`src/rtl/smhb_pkg.sv`:
```
package smhb_pkg;

   localparam int MAX_BINS = 4096;
   localparam int MAX_FRAME = 4096;

   localparam int FREQ_W = 33;
   localparam int STEP_W = 27;
   localparam int CNT_W = 13;
   localparam int IDX_W = 12;
   localparam int SAMPLE_W = 18;
   localparam int LEVEL_W = 17;
   localparam int ACC_W = 56;
   localparam int BINS_W = 13;
   localparam int CSR_DATA_W = 33;
   localparam int CSR_ADDR_W = 2;

   localparam logic [CSR_ADDR_W-1:0] CSR_SCAN_START = 2'd0;
   localparam logic [CSR_ADDR_W-1:0] CSR_SCAN_END = 2'd1;
   localparam logic [CSR_ADDR_W-1:0] CSR_SCAN_STEP = 2'd2;
   localparam logic [CSR_ADDR_W-1:0] CSR_BINS_IN_USE = 2'd3;

   localparam logic CMD_PUSH = 1'b0;
   localparam logic CMD_READ = 1'b1;

   localparam logic [LEVEL_W-1:0] LEVEL_MAX = 17'd65536;

   typedef struct packed {
      logic                cmd;
      logic                first_of_frame;
      logic [SAMPLE_W-1:0] sample_value;
      logic [IDX_W-1:0]    sample_index;
      logic [CNT_W-1:0]    sample_count;
      logic [FREQ_W-1:0]   frame_low_hz;
      logic [FREQ_W-1:0]   frame_high_hz;
      logic [FREQ_W-1:0]   tuned_freq;
      logic [IDX_W-1:0]    read_index;
   } req_type;

   typedef struct packed {
      logic [LEVEL_W-1:0] read_level;
      logic [IDX_W-1:0]   landed_bin;
      logic               landed;
      logic               sweep_done;
   } rsp_type;

endpackage

```
`src/rtl/smhb_scaler.sv`:
```
module smhb_scaler (
   input  logic                          clock,
   input  logic                          reset,
   input  logic                          start,
   input  logic [smhb_pkg::ACC_W-1:0]    num,
   input  logic [smhb_pkg::BINS_W-1:0]   mul,
   input  logic [smhb_pkg::ACC_W-1:0]    den,
   output logic                          busy,
   output logic                          done,
   output logic [smhb_pkg::BINS_W-1:0]   quot
);
   import smhb_pkg::*;

   localparam int STEPS = BINS_W;
   localparam int CW = $clog2(STEPS + 1);

   logic [CW-1:0]      cnt_ff, cnt_in;
   logic               busy_ff, busy_in, done_ff, done_in;
   logic [ACC_W+1:0]   rem_ff, rem_in;
   logic [BINS_W-1:0]  q_ff, q_in, mul_ff, mul_in;
   logic [ACC_W-1:0]   num_ff, num_in, den_ff, den_in;
   logic [ACC_W+1:0]   t0, t1;
   logic [1:0]         qd;

   always_comb begin
      cnt_in = cnt_ff;
      busy_in = busy_ff;
      done_in = 1'b0;
      rem_in = rem_ff;
      q_in = q_ff;
      mul_in = mul_ff;
      num_in = num_ff;
      den_in = den_ff;
      t0 = '0;
      t1 = '0;
      qd = '0;
      if (start) begin
         busy_in = 1'b1;
         cnt_in = CW'(STEPS);
         rem_in = '0;
         q_in = '0;
         mul_in = mul;
         num_in = num;
         den_in = den;
      end else if (busy_ff) begin
         t0 = {rem_ff[ACC_W:0], 1'b0} + (mul_ff[BINS_W-1] ? {2'b00, num_ff} : '0);
         if (t0 >= {2'b00, den_ff}) begin
            t1 = t0 - {2'b00, den_ff};
            qd = 2'd1;
         end else begin
            t1 = t0;
         end
         if (t1 >= {2'b00, den_ff}) begin
            t1 = t1 - {2'b00, den_ff};
            qd = qd + 2'd1;
         end
         rem_in = t1;
         q_in = {q_ff[BINS_W-2:0], 1'b0} + BINS_W'(qd);
         mul_in = {mul_ff[BINS_W-2:0], 1'b0};
         cnt_in = cnt_ff - CW'(1);
         if (cnt_ff == CW'(1)) begin
            busy_in = 1'b0;
            done_in = 1'b1;
         end
      end
   end

   always_ff @(posedge clock) begin
      if (reset) begin
         busy_ff <= 1'b0;
         done_ff <= 1'b0;
         cnt_ff <= '0;
      end else begin
         busy_ff <= busy_in;
         done_ff <= done_in;
         cnt_ff <= cnt_in;
      end
      rem_ff <= rem_in;
      q_ff <= q_in;
      mul_ff <= mul_in;
      num_ff <= num_in;
      den_ff <= den_in;
   end

   assign busy = busy_ff;
   assign done = done_ff;
   assign quot = q_ff;
endmodule

```
`config.mk`:
```
export PLATFORM = sky130hd
export DESIGN_NAME = smhb_scaler
export DESIGN_NICKNAME = d
export VERILOG_FILES = /design/src/rtl/smhb_pkg.sv /design/src/rtl/smhb_scaler.sv
export SDC_FILE = /design/constraint.sdc
export NUM_CORES = 1
export LEC_CHECK = 0
export BUFFER_PORTS_ARGS = -buffer_cell sky130_fd_sc_hd__buf_2
export CAP_MARGIN = 5
export CORE_MARGIN = 3
export CORE_UTILIZATION = 25
export CTS_CLUSTER_SIZE = 20
export DETAILED_ROUTE_END_ITERATION = 10
export PLACE_DENSITY_LB_ADDON = 0.3
export SYNTH_ARGS = -nofsm -noshare
export SYNTH_HDL_FRONTEND = slang
export SYNTH_SLANG_ARGS = --single-unit
export TNS_END_PERCENT = 50
```
`constraint.sdc`:
```
create_clock -name clock -period 12.6 [get_ports clock]
set_input_delay 0.63 -clock clock [delete_from_list [all_inputs] [get_ports clock]]
set_output_delay 0.63 -clock clock [all_outputs]
set_load 0.01 [all_outputs]
```
## Word-level counts from Yosys, hierarchy flattened

Index checks and enable logic that the tools add are counted.

- Muxes and demuxes: 19
- Bitwise gates (word level): 1
- Equality and inequality tests: 1
- $add $sub $neg: 6
- Order comparisons: 2
- Reduce and logical (&&, ||, !) cells: 3

Operator list:

| cell | number |
|---|---|
| 58-bit 2-to-1 mux | 3 |
| 58-bit by 56-bit greater-or-equal comparator with 1-bit output | 2 |
| 58-bit by 56-bit adder with 58-bit output | 1 |
| 58-bit by 56-bit subtractor with 58-bit output | 1 |
| 57-bit 2-to-1 mux | 1 |
| 57-bit by 56-bit subtractor with 57-bit output | 1 |
| 56-bit 2-to-1 mux | 1 |
| 13-bit 2-to-1 mux | 2 |
| 13-bit by 2-bit adder with 13-bit output | 1 |
| 2-bit 2-to-1 mux | 5 |
| 4-bit 2-to-1 mux | 2 |
| 1-bit 2-to-1 mux | 5 |
| 4-bit by 1-bit equality test with 1-bit output, second input constant | 1 |
| 4-bit by 1-bit subtractor with 4-bit output, second input constant | 1 |
| 3-bit OR reduction | 1 |
| 2-bit by 1-bit adder with 2-bit output, second input constant | 1 |
| 2-bit nonzero test | 1 |
| 2-bit OR reduction | 1 |
| 1-bit NOT | 1 |

- Input bits: 128
- Bits in registers: 201
- Output and inout bits: 15

## Longest topological paths before layout

Gate-level depths: netlist (run 1).

- Depth after elaboration: 11
- Mapped depth: 50
- Mapped depth without buffers: 44

## Worst setup path before layout (run 1)

No wires, ideal clock.

- Path type: flip-flop to flip-flop
- From: reg mul_ff[12]
- To: reg q_ff[12] (netlist: quot[12])
- Clock period less this slack: 9.954 ns
- Required time: 12.509 ns
- Cell stages (with the launch flop): 49
- Library setup time: 0.091 ns
- Path slack: 2.646 ns
- Data arrival time: 9.863 ns
- Cells stage by stage: edfxtp_1 -> clkbuf_1 -> clkbuf_1 -> and2_1 -> ha_1 -> clkbuf_1 -> a21oi_1 -> nor2b_1 -> o31a_1 -> a2111oi_0 -> nor4_1 -> o31ai_1 -> a21oi_1 -> or4_1 -> nand3_1 -> ha_1 -> clkbuf_1 -> nand4_1 -> (+13 left out) -> a21oi_1 -> o31ai_1 -> a221oi_1 -> a311o_1 -> a21oi_1 -> a211oi_1 -> o211ai_1 -> a21oi_1 -> o221a_2 -> clkinv_1 -> buf_2 -> ha_1 -> ha_1 -> and3_1 -> clkbuf_1 -> nand2_1 -> o21ai_0 -> a311oi_1

- Cells in the longest elaborated chain, start to end: 11
- Elaborated cells on any way between the ends: 16
- Those cells by class: 4 x add/sub; 2 x order compare; 10 x mux

Ends and longest elaborated chain:

| item | RTL line | RTL |
|---|---|---|
| from (decl) | smhb_scaler.sv:20 | `logic [BINS_W-1:0] q_ff, q_in, mul_ff, mul_in;` |
| from (signal assigned) | smhb_scaler.sv:80 | `mul_ff <= mul_in;` |
| 56-bit 2-to-1 mux (*) | smhb_scaler.sv:46 | `t0 = {rem_ff[ACC_W:0], 1'b0} + (mul_ff[BINS_W-1] ? {2'b00, num_ff} : '0);` |
| 58-bit by 56-bit adder with 58-bit output (*) | smhb_scaler.sv:46 |  |
| 58-bit by 56-bit subtractor with 58-bit output / 58-bit by 56-bit greater-or-equal comparator with 1-bit output (equally long branches) | smhb_scaler.sv:48, smhb_scaler.sv:47 |  |
| 58-bit 2-to-1 mux / 1-bit 2-to-1 mux (equally long branches) | smhb_scaler.sv:47 | `if (t0 >= {2'b00, den_ff}) begin` |
| 58-bit 2-to-1 mux / 2-bit 2-to-1 mux (equally long branches) | smhb_scaler.sv:45 | `end else if (busy_ff) begin` |
| 58-bit 2-to-1 mux / 2-bit 2-to-1 mux (equally long branches) | smhb_scaler.sv:37 | `if (start) begin` |
| 58-bit by 56-bit greater-or-equal comparator with 1-bit output / 2-bit by 1-bit adder with 2-bit output (equally long branches) | smhb_scaler.sv:53, smhb_scaler.sv:55 |  |
| 2-bit 2-to-1 mux (*) | smhb_scaler.sv:53 | `if (t1 >= {2'b00, den_ff}) begin` |
| 2-bit 2-to-1 mux (*) | smhb_scaler.sv:45 |  |
| 2-bit 2-to-1 mux (*) | smhb_scaler.sv:37 |  |
| 13-bit by 2-bit adder with 13-bit output (*) | smhb_scaler.sv:58 | `q_in = {q_ff[BINS_W-2:0], 1'b0} + BINS_W'(qd);` |
| to (signal assigned) | smhb_scaler.sv:79 | `q_ff <= q_in;` |
| to (decl) | smhb_scaler.sv:20 |  |

Mark *: on every way between the ends. The rest lies on a longest branch, timed or not. The select of a mux whose other input is x is not followed.
A chain may end at the register's enable or synchronous reset.

## Worst setup path in the final report (run 1)

- From: reg mul_ff[12]
- To: reg q_ff[11] (netlist: quot[11])

The elaborated chain is that of the path after synthesis.

==> impl_metrics.ini, run 1 <==
[sta]
rsz0062_at_grt = false
tns_ns = 0
slew_headroom_pct = 33.60
clock_skew_ns = 0.01548
period_minus_slack_ns = 11.62
worstMarginPinSlew_ns = 0.9960
slew_violations = 0
fmax_mhz = 86.02
setup_viol = 0
hold_viol_final = 0
fin_crit_sh_pct = 92.26

[logic_synthesis]
netlist_area_um2 = 18260
synthesis.nets = 2489
yosysUniqueCellTypes = 74
syn_inst = 2186
ys.flop_type = edfxtp_1
async_flop_share_pct = 0
synth_seq_cells = 201
ys_seq_area_share_pct = 28.90
yosys_warnings = 0
synth_area_per_cell_um2 = 8.351
synth_enable_flop_cells = 125

[final_layout]
area_growth_pct = 14.60
drive_gt1_share_pct = 12.66
final_nets = 2579
layout_common_cells = 218 x nand2_1, 215 x a21oi_1, 172 x ha_1
final_common_cell = nand2_1
n_antenna_cell = 0

[placement]
dp_hpwl_mm = 51.79
gp_congestion = 0.9198
portBuffers = 142

[detailed_routing]
drt_iter0_drc = 1233
ant_nets = 0
avgViaCountPerCell = 5.246
wl_mm = 65.93
drc = 0
post_drt_wl_per_cell_um = 20.30
via_count = 17040
drt_pass1_iterations = 5

[worst_setup_path]
max_stage_delay_ns = 0.88
worstPathMaxFanout = 17
critical_path_arrival_ns = 12.11
crit_top_cell = ha_1
endpoint_kind = register
crit_slowest_cell = a2111oi_1
cp_data_required_time_ns = 13.08
path_class = reg -> reg
critPathLaunchType = register

[die]
coreArea_um2 = 71850
die_w_um = 276.2
dieHeight_um = 276.2
initial_core_util_pct = 25.41
rows = 98
ios = 143
dieArea_um2 = 76300

[cts]
cts_hold_buf = 0
htree_num_levels = 1
cts_setup_buffers = 0
cts_sinks = 201
cts_root_buffer = clkbuf_16
numCtsBuffers = 28
insertion_delay_ns = 0.58
cts_tree = yes
clkTransAtPathRegs_ns = 0.06
cts_buffer_depth = 3

[status]
outcome = complete, no violations

[grt]
grt_first_pass_wirelength_mm = 100.4
grt_pass1_vias = 16880
grt_max_degree = 85
grt_use_total_pct = 16.51
antenna_found_initial = 2
gr-total-overflow = 0

[worst_hold_path]
hp-class = in -> reg

[run]
maxCapViolCount = 0
==> critical path: cells and delay by family, from the launching register on <==
kind,cells,cell delay [ns]
AOI/OAI and AO/OA,21,6.15
and+or+nand+nor,10,1.92
buffers and inverters,3,0.41
adders and majority gates,7,2.02
muxes,2,0.45
DFF,1,0.57
==> final timing paths <==
| path | start | endpoint | slack (ns) | depth (start not counted) |
|---|---|---|---|---|
| worst min register to register | rem_ff[22]$_SDFFE_PP0P_ | rem_ff[22]$_SDFFE_PP0P_ | 0.46 | 2 |
| worst min-delay path | num[47] | num_ff[47]$_DFFE_PP_ | 0.22 | 1 |
| worst max-delay path | mul_ff[12]$_DFFE_PP_ | quot[11]$_SDFFE_PP0P_ | 0.98 | 43 |
| worst max register to register | mul_ff[12]$_DFFE_PP_ | quot[11]$_SDFFE_PP0P_ | 0.98 | 43 |
==> area by class of cell <==
cell class | instances | area (µm²)
Clock buffer | 35 | 810.8
Timing Repair Buffer | 163 | 889.6
Tap cell | 950 | 1189
Multi-Input combinational cell | 1779 | 12150
Fill cell | 7805 | 50930
Clock inverter | 17 | 217.7
Inverter | 103 | 386.6
Sequential cell | 201 | 5279
==> logic make-up (layout without fill, tap and decap cells) <==
| family | after synthesis | in the layout | share of synthesized area (%) |
|---|---|---|---|
| AOI/OAI and AO/OA | 700 | 700 | 25.06 |
| xor gates and xnor gates | 161 | 161 | 7.725 |
| adders and majority gates | 175 | 175 | 12.12 |
| buffers and inverters | 206 | 318 | 4.572 |
| DFF | 201 | 201 | 28.90 |
| muxes | 67 | 67 | 4.064 |
| and+or+nand+nor | 676 | 676 | 17.57 |
==> through the flow <==
step                worst slack [ns]  hold slack [ns]  std cells  util, %  area [µm²]
finish                        0.9755           0.2242       3248    29.11       20920
floorplan                      2.646           0.4308       2186        -       18260
CTS                           0.7677           0.1821       3248    29.11       20920
detailed placement            0.8461           0.4583       3196    27.68       19890
global placement               1.078           0.4530       3196    27.68       19890
global route                 0.02379           0.1950       3248    29.11       20920
==> layer usage <==
metal	vias to the layer above	share of wire, %	wire [µm]	track usage (%)
li1	8283	-	-	-
met1	8114	47	30710	22.71
met2	517	44	28760	25.85
met3	122	5.8	3853	2.651
met4	4	3.9	2592	6.405
met5	-	0.041	27	0
==> cells in the mapped netlist, types with 58 or more instances <==
| cell type | count | share of area (%) |
|---|---|---|
| ha_1 | 172 | 12 |
| nand2_1 | 218 | 4.5 |
| and2_1 | 64 | 2.2 |
| xnor2_1 | 103 | 4.9 |
| nor2_1 | 165 | 3.4 |
| inv_1 | 102 | 2.1 |
| a21o_1 | 90 | 3.7 |
| a21oi_1 | 215 | 5.9 |
| xor2_1 | 58 | 2.8 |
| o21ai_0 | 101 | 2.8 |
| clkbuf_1 | 87 | 1.8 |
| edfxtp_1 | 125 | 21 |
| dfxtp_1 | 76 | 8.3 |
==> registers in the layout (all words and copies together), names as in the netlist <==
signal  count
den_ff     56
cnt_ff      4
rem_ff     57
done        1
busy        1
num_ff     56
mul_ff     13
quot       13
==> what timing repair did <==
item | CTS | global route
gates resized for setup | 0 | 1
endpoints found under the setup margin | 0 | 31
endpoints found under the hold margin | 0 | 0
Power of run 1 is not shown: default switching activity piles up to over one toggle a cycle in this logic, so the estimate is an artifact.
==> run 2, diff against run 1 <==
--- a/config.mk
+++ b/config.mk
@@ -11,8 +11,9 @@
 export CORE_UTILIZATION = 25
 export CTS_CLUSTER_SIZE = 20
 export DETAILED_ROUTE_END_ITERATION = 10
-export PLACE_DENSITY_LB_ADDON = 0.3
+export MAX_ROUTING_LAYER = met4
+export PLACE_DENSITY = 0.47
 export SYNTH_ARGS = -nofsm -noshare
 export SYNTH_HDL_FRONTEND = slang
 export SYNTH_SLANG_ARGS = --single-unit
-export TNS_END_PERCENT = 50
+export TNS_END_PERCENT = 100
==> run 2 against run 1 <==
Effect of this change: utilization decreased by 0.11 points; highest routed layer is now met4; fmax increased by 1.4%; cell count increased by 0.15%; critical path depth increased by 3; flip-flop and latch count unchanged; largest cell class unchanged; clock skew about the same; worst setup slack improved by 0.16 ns; via count decreased by 0.82%; first-iteration DRC count decreased by 12%; critical path type unchanged.
==> impl_metrics.ini, run 2 (same netlist as run 1, synthesis figures left out) <==
[grt]
gr-total-overflow = 0
grt_first_pass_wirelength_mm = 100.5
grt_max_degree = 76
antenna_found_initial = 10
grt_pass1_vias = 16758
grt_use_total_pct = 17.09

[placement]
preCtsSetupSlack_ns = 1.072
gp_congestion = 0.9165
dp_hpwl_mm = 52.42
portBuffers = 142

[die]
ios = 143
dieArea_um2 = 76300
dieHeight_um = 276.2
rows = 98
initial_core_util_pct = 25.41
coreArea_um2 = 71850
die_w_um = 276.2

[final_layout]
final_core_util_pct = 29.01
drive_gt1_share_pct = 12.47
area_growth_pct = 14.17
final_common_cell = nand2_1
largest_reg_flops = 57
top_regs = rem_ff: 57 flops, den_ff: 56 flops, num_ff: 56 flops
layout_common_cells = 218 x nand2_1, 215 x a21oi_1, 172 x ha_1
final_nets = 2575
top_register = rem_ff

[detailed_routing]
avgViaCountPerCell = 5.195
wl_mm = 66.06
drc = 0
ant_nets = 0
drt_pass1_iterations = 5
post_drt_wl_per_cell_um = 20.31
via_count = 16900
drt_iter0_drc = 1079

[sta]
clock_skew_ns = 0.01556
hold_viol_final = 0
slew_violations = 0
setup_viol = 0
worstMarginPinSlew_ns = 0.9824
fin_ws_ns = 1.139
tns_ns = 0
holdWs_ns = 0.2153
slew_headroom_pct = 34.50
period_minus_slack_ns = 11.46
rsz0062_at_grt = false
fin_crit_sh_pct = 90.96
fmax_mhz = 87.25

[worst_setup_path]
critPathLaunchType = register
worstPathMaxFanout = 37
path_class = reg -> reg
critical_path_arrival_ns = 11.94
cp_data_required_time_ns = 13.08
endpoint_kind = register
path_delay_family = compound AO/OA/AOI/OAI gates
max_stage_delay_ns = 0.58
crit_slowest_cell = a221oi_1
cp_num_buf_inv = 6

[cts]
insertion_delay_ns = 0.59
clkTransAtPathRegs_ns = 0.07
numCtsBuffers = 27
cts_buffer_depth = 3
cts_resized = 0
cts_hold_buf = 0
cts_setup_buffers = 0
cts_tree = yes
cts_sinks = 201
htree_num_levels = 1
cts_root_buffer = clkbuf_16

[run]
maxCapViolCount = 0

[status]
outcome = complete, no violations

[worst_hold_path]
hp-class = in -> reg
-- run 2: changes by cell type in the layout (fill, tap and decap cells not counted), moves of 2 or more --
| cell | before | now |
|---|---|---|
| clkbuf_8 | 3 | 7 |
| bufinv_16 | 4 | 2 |
| diode_2 | 0 | 10 |
| clkbuf_16 | 31 | 29 |
| buf_4 | 20 | 17 |
-- run 2: per-layer routing --
metal | vias up | global-route usage (%) | routed length (µm)
met1 | 8034 | 22.79 | 31240
met2 | 491 | 26.73 | 29310
met5 | - | - | 0
met3 | 86 | 2.373 | 3321
li1 | 8289 | - | -
met4 | 0 | 5.430 | 2183
-- run 2: path summary, 6_finish.rpt --
path                           start  slack [ns]  cells past startpoint                      end
min reg2reg  rem_ff[35]$_SDFFE_PP0P_        0.49                      2  rem_ff[35]$_SDFFE_PP0P_
min                          den[10]        0.22                      1     den_ff[10]$_DFFE_PP_
max reg2reg     mul_ff[12]$_DFFE_PP_        1.14                     46    quot[12]$_SDFFE_PP0P_
max             mul_ff[12]$_DFFE_PP_        1.14                     46    quot[12]$_SDFFE_PP0P_
-- run 2: layout make-up --
type | instances | area, µm²
fill | 7843 | 51010
multi-input combinational | 1779 | 12150
sequential | 201 | 5279
tap | 950 | 1189
timing repair buffer | 160 | 867.1
clock buffer | 36 | 812.0
inverter | 103 | 386.6
clock inverter | 14 | 136.4
antenna | 10 | 25.02
-- run 2: worst register-to-register path: cells and delay by family, from the launching register on --
family | cells | cell delay, ns
AOI/OAI and AO/OA | 23 | 5.92
adders and majority gates | 6 | 1.67
buffers and inverters | 6 | 0.99
DFF | 1 | 0.35
muxes | 1 | 0.29
and+or+nand+nor | 10 | 2.13
-- run 2: per-stage QoR --
stage          std cells  instance area, µm²
2_1_floorplan       2186               18260
3_3_place_gp        3193               19870
3_5_place_dp        3193               19870
4_1_cts             3243               20820
5_1_grt             3253               20840
6_report            3253               20840
Power of run 2 is left out for the same reason.
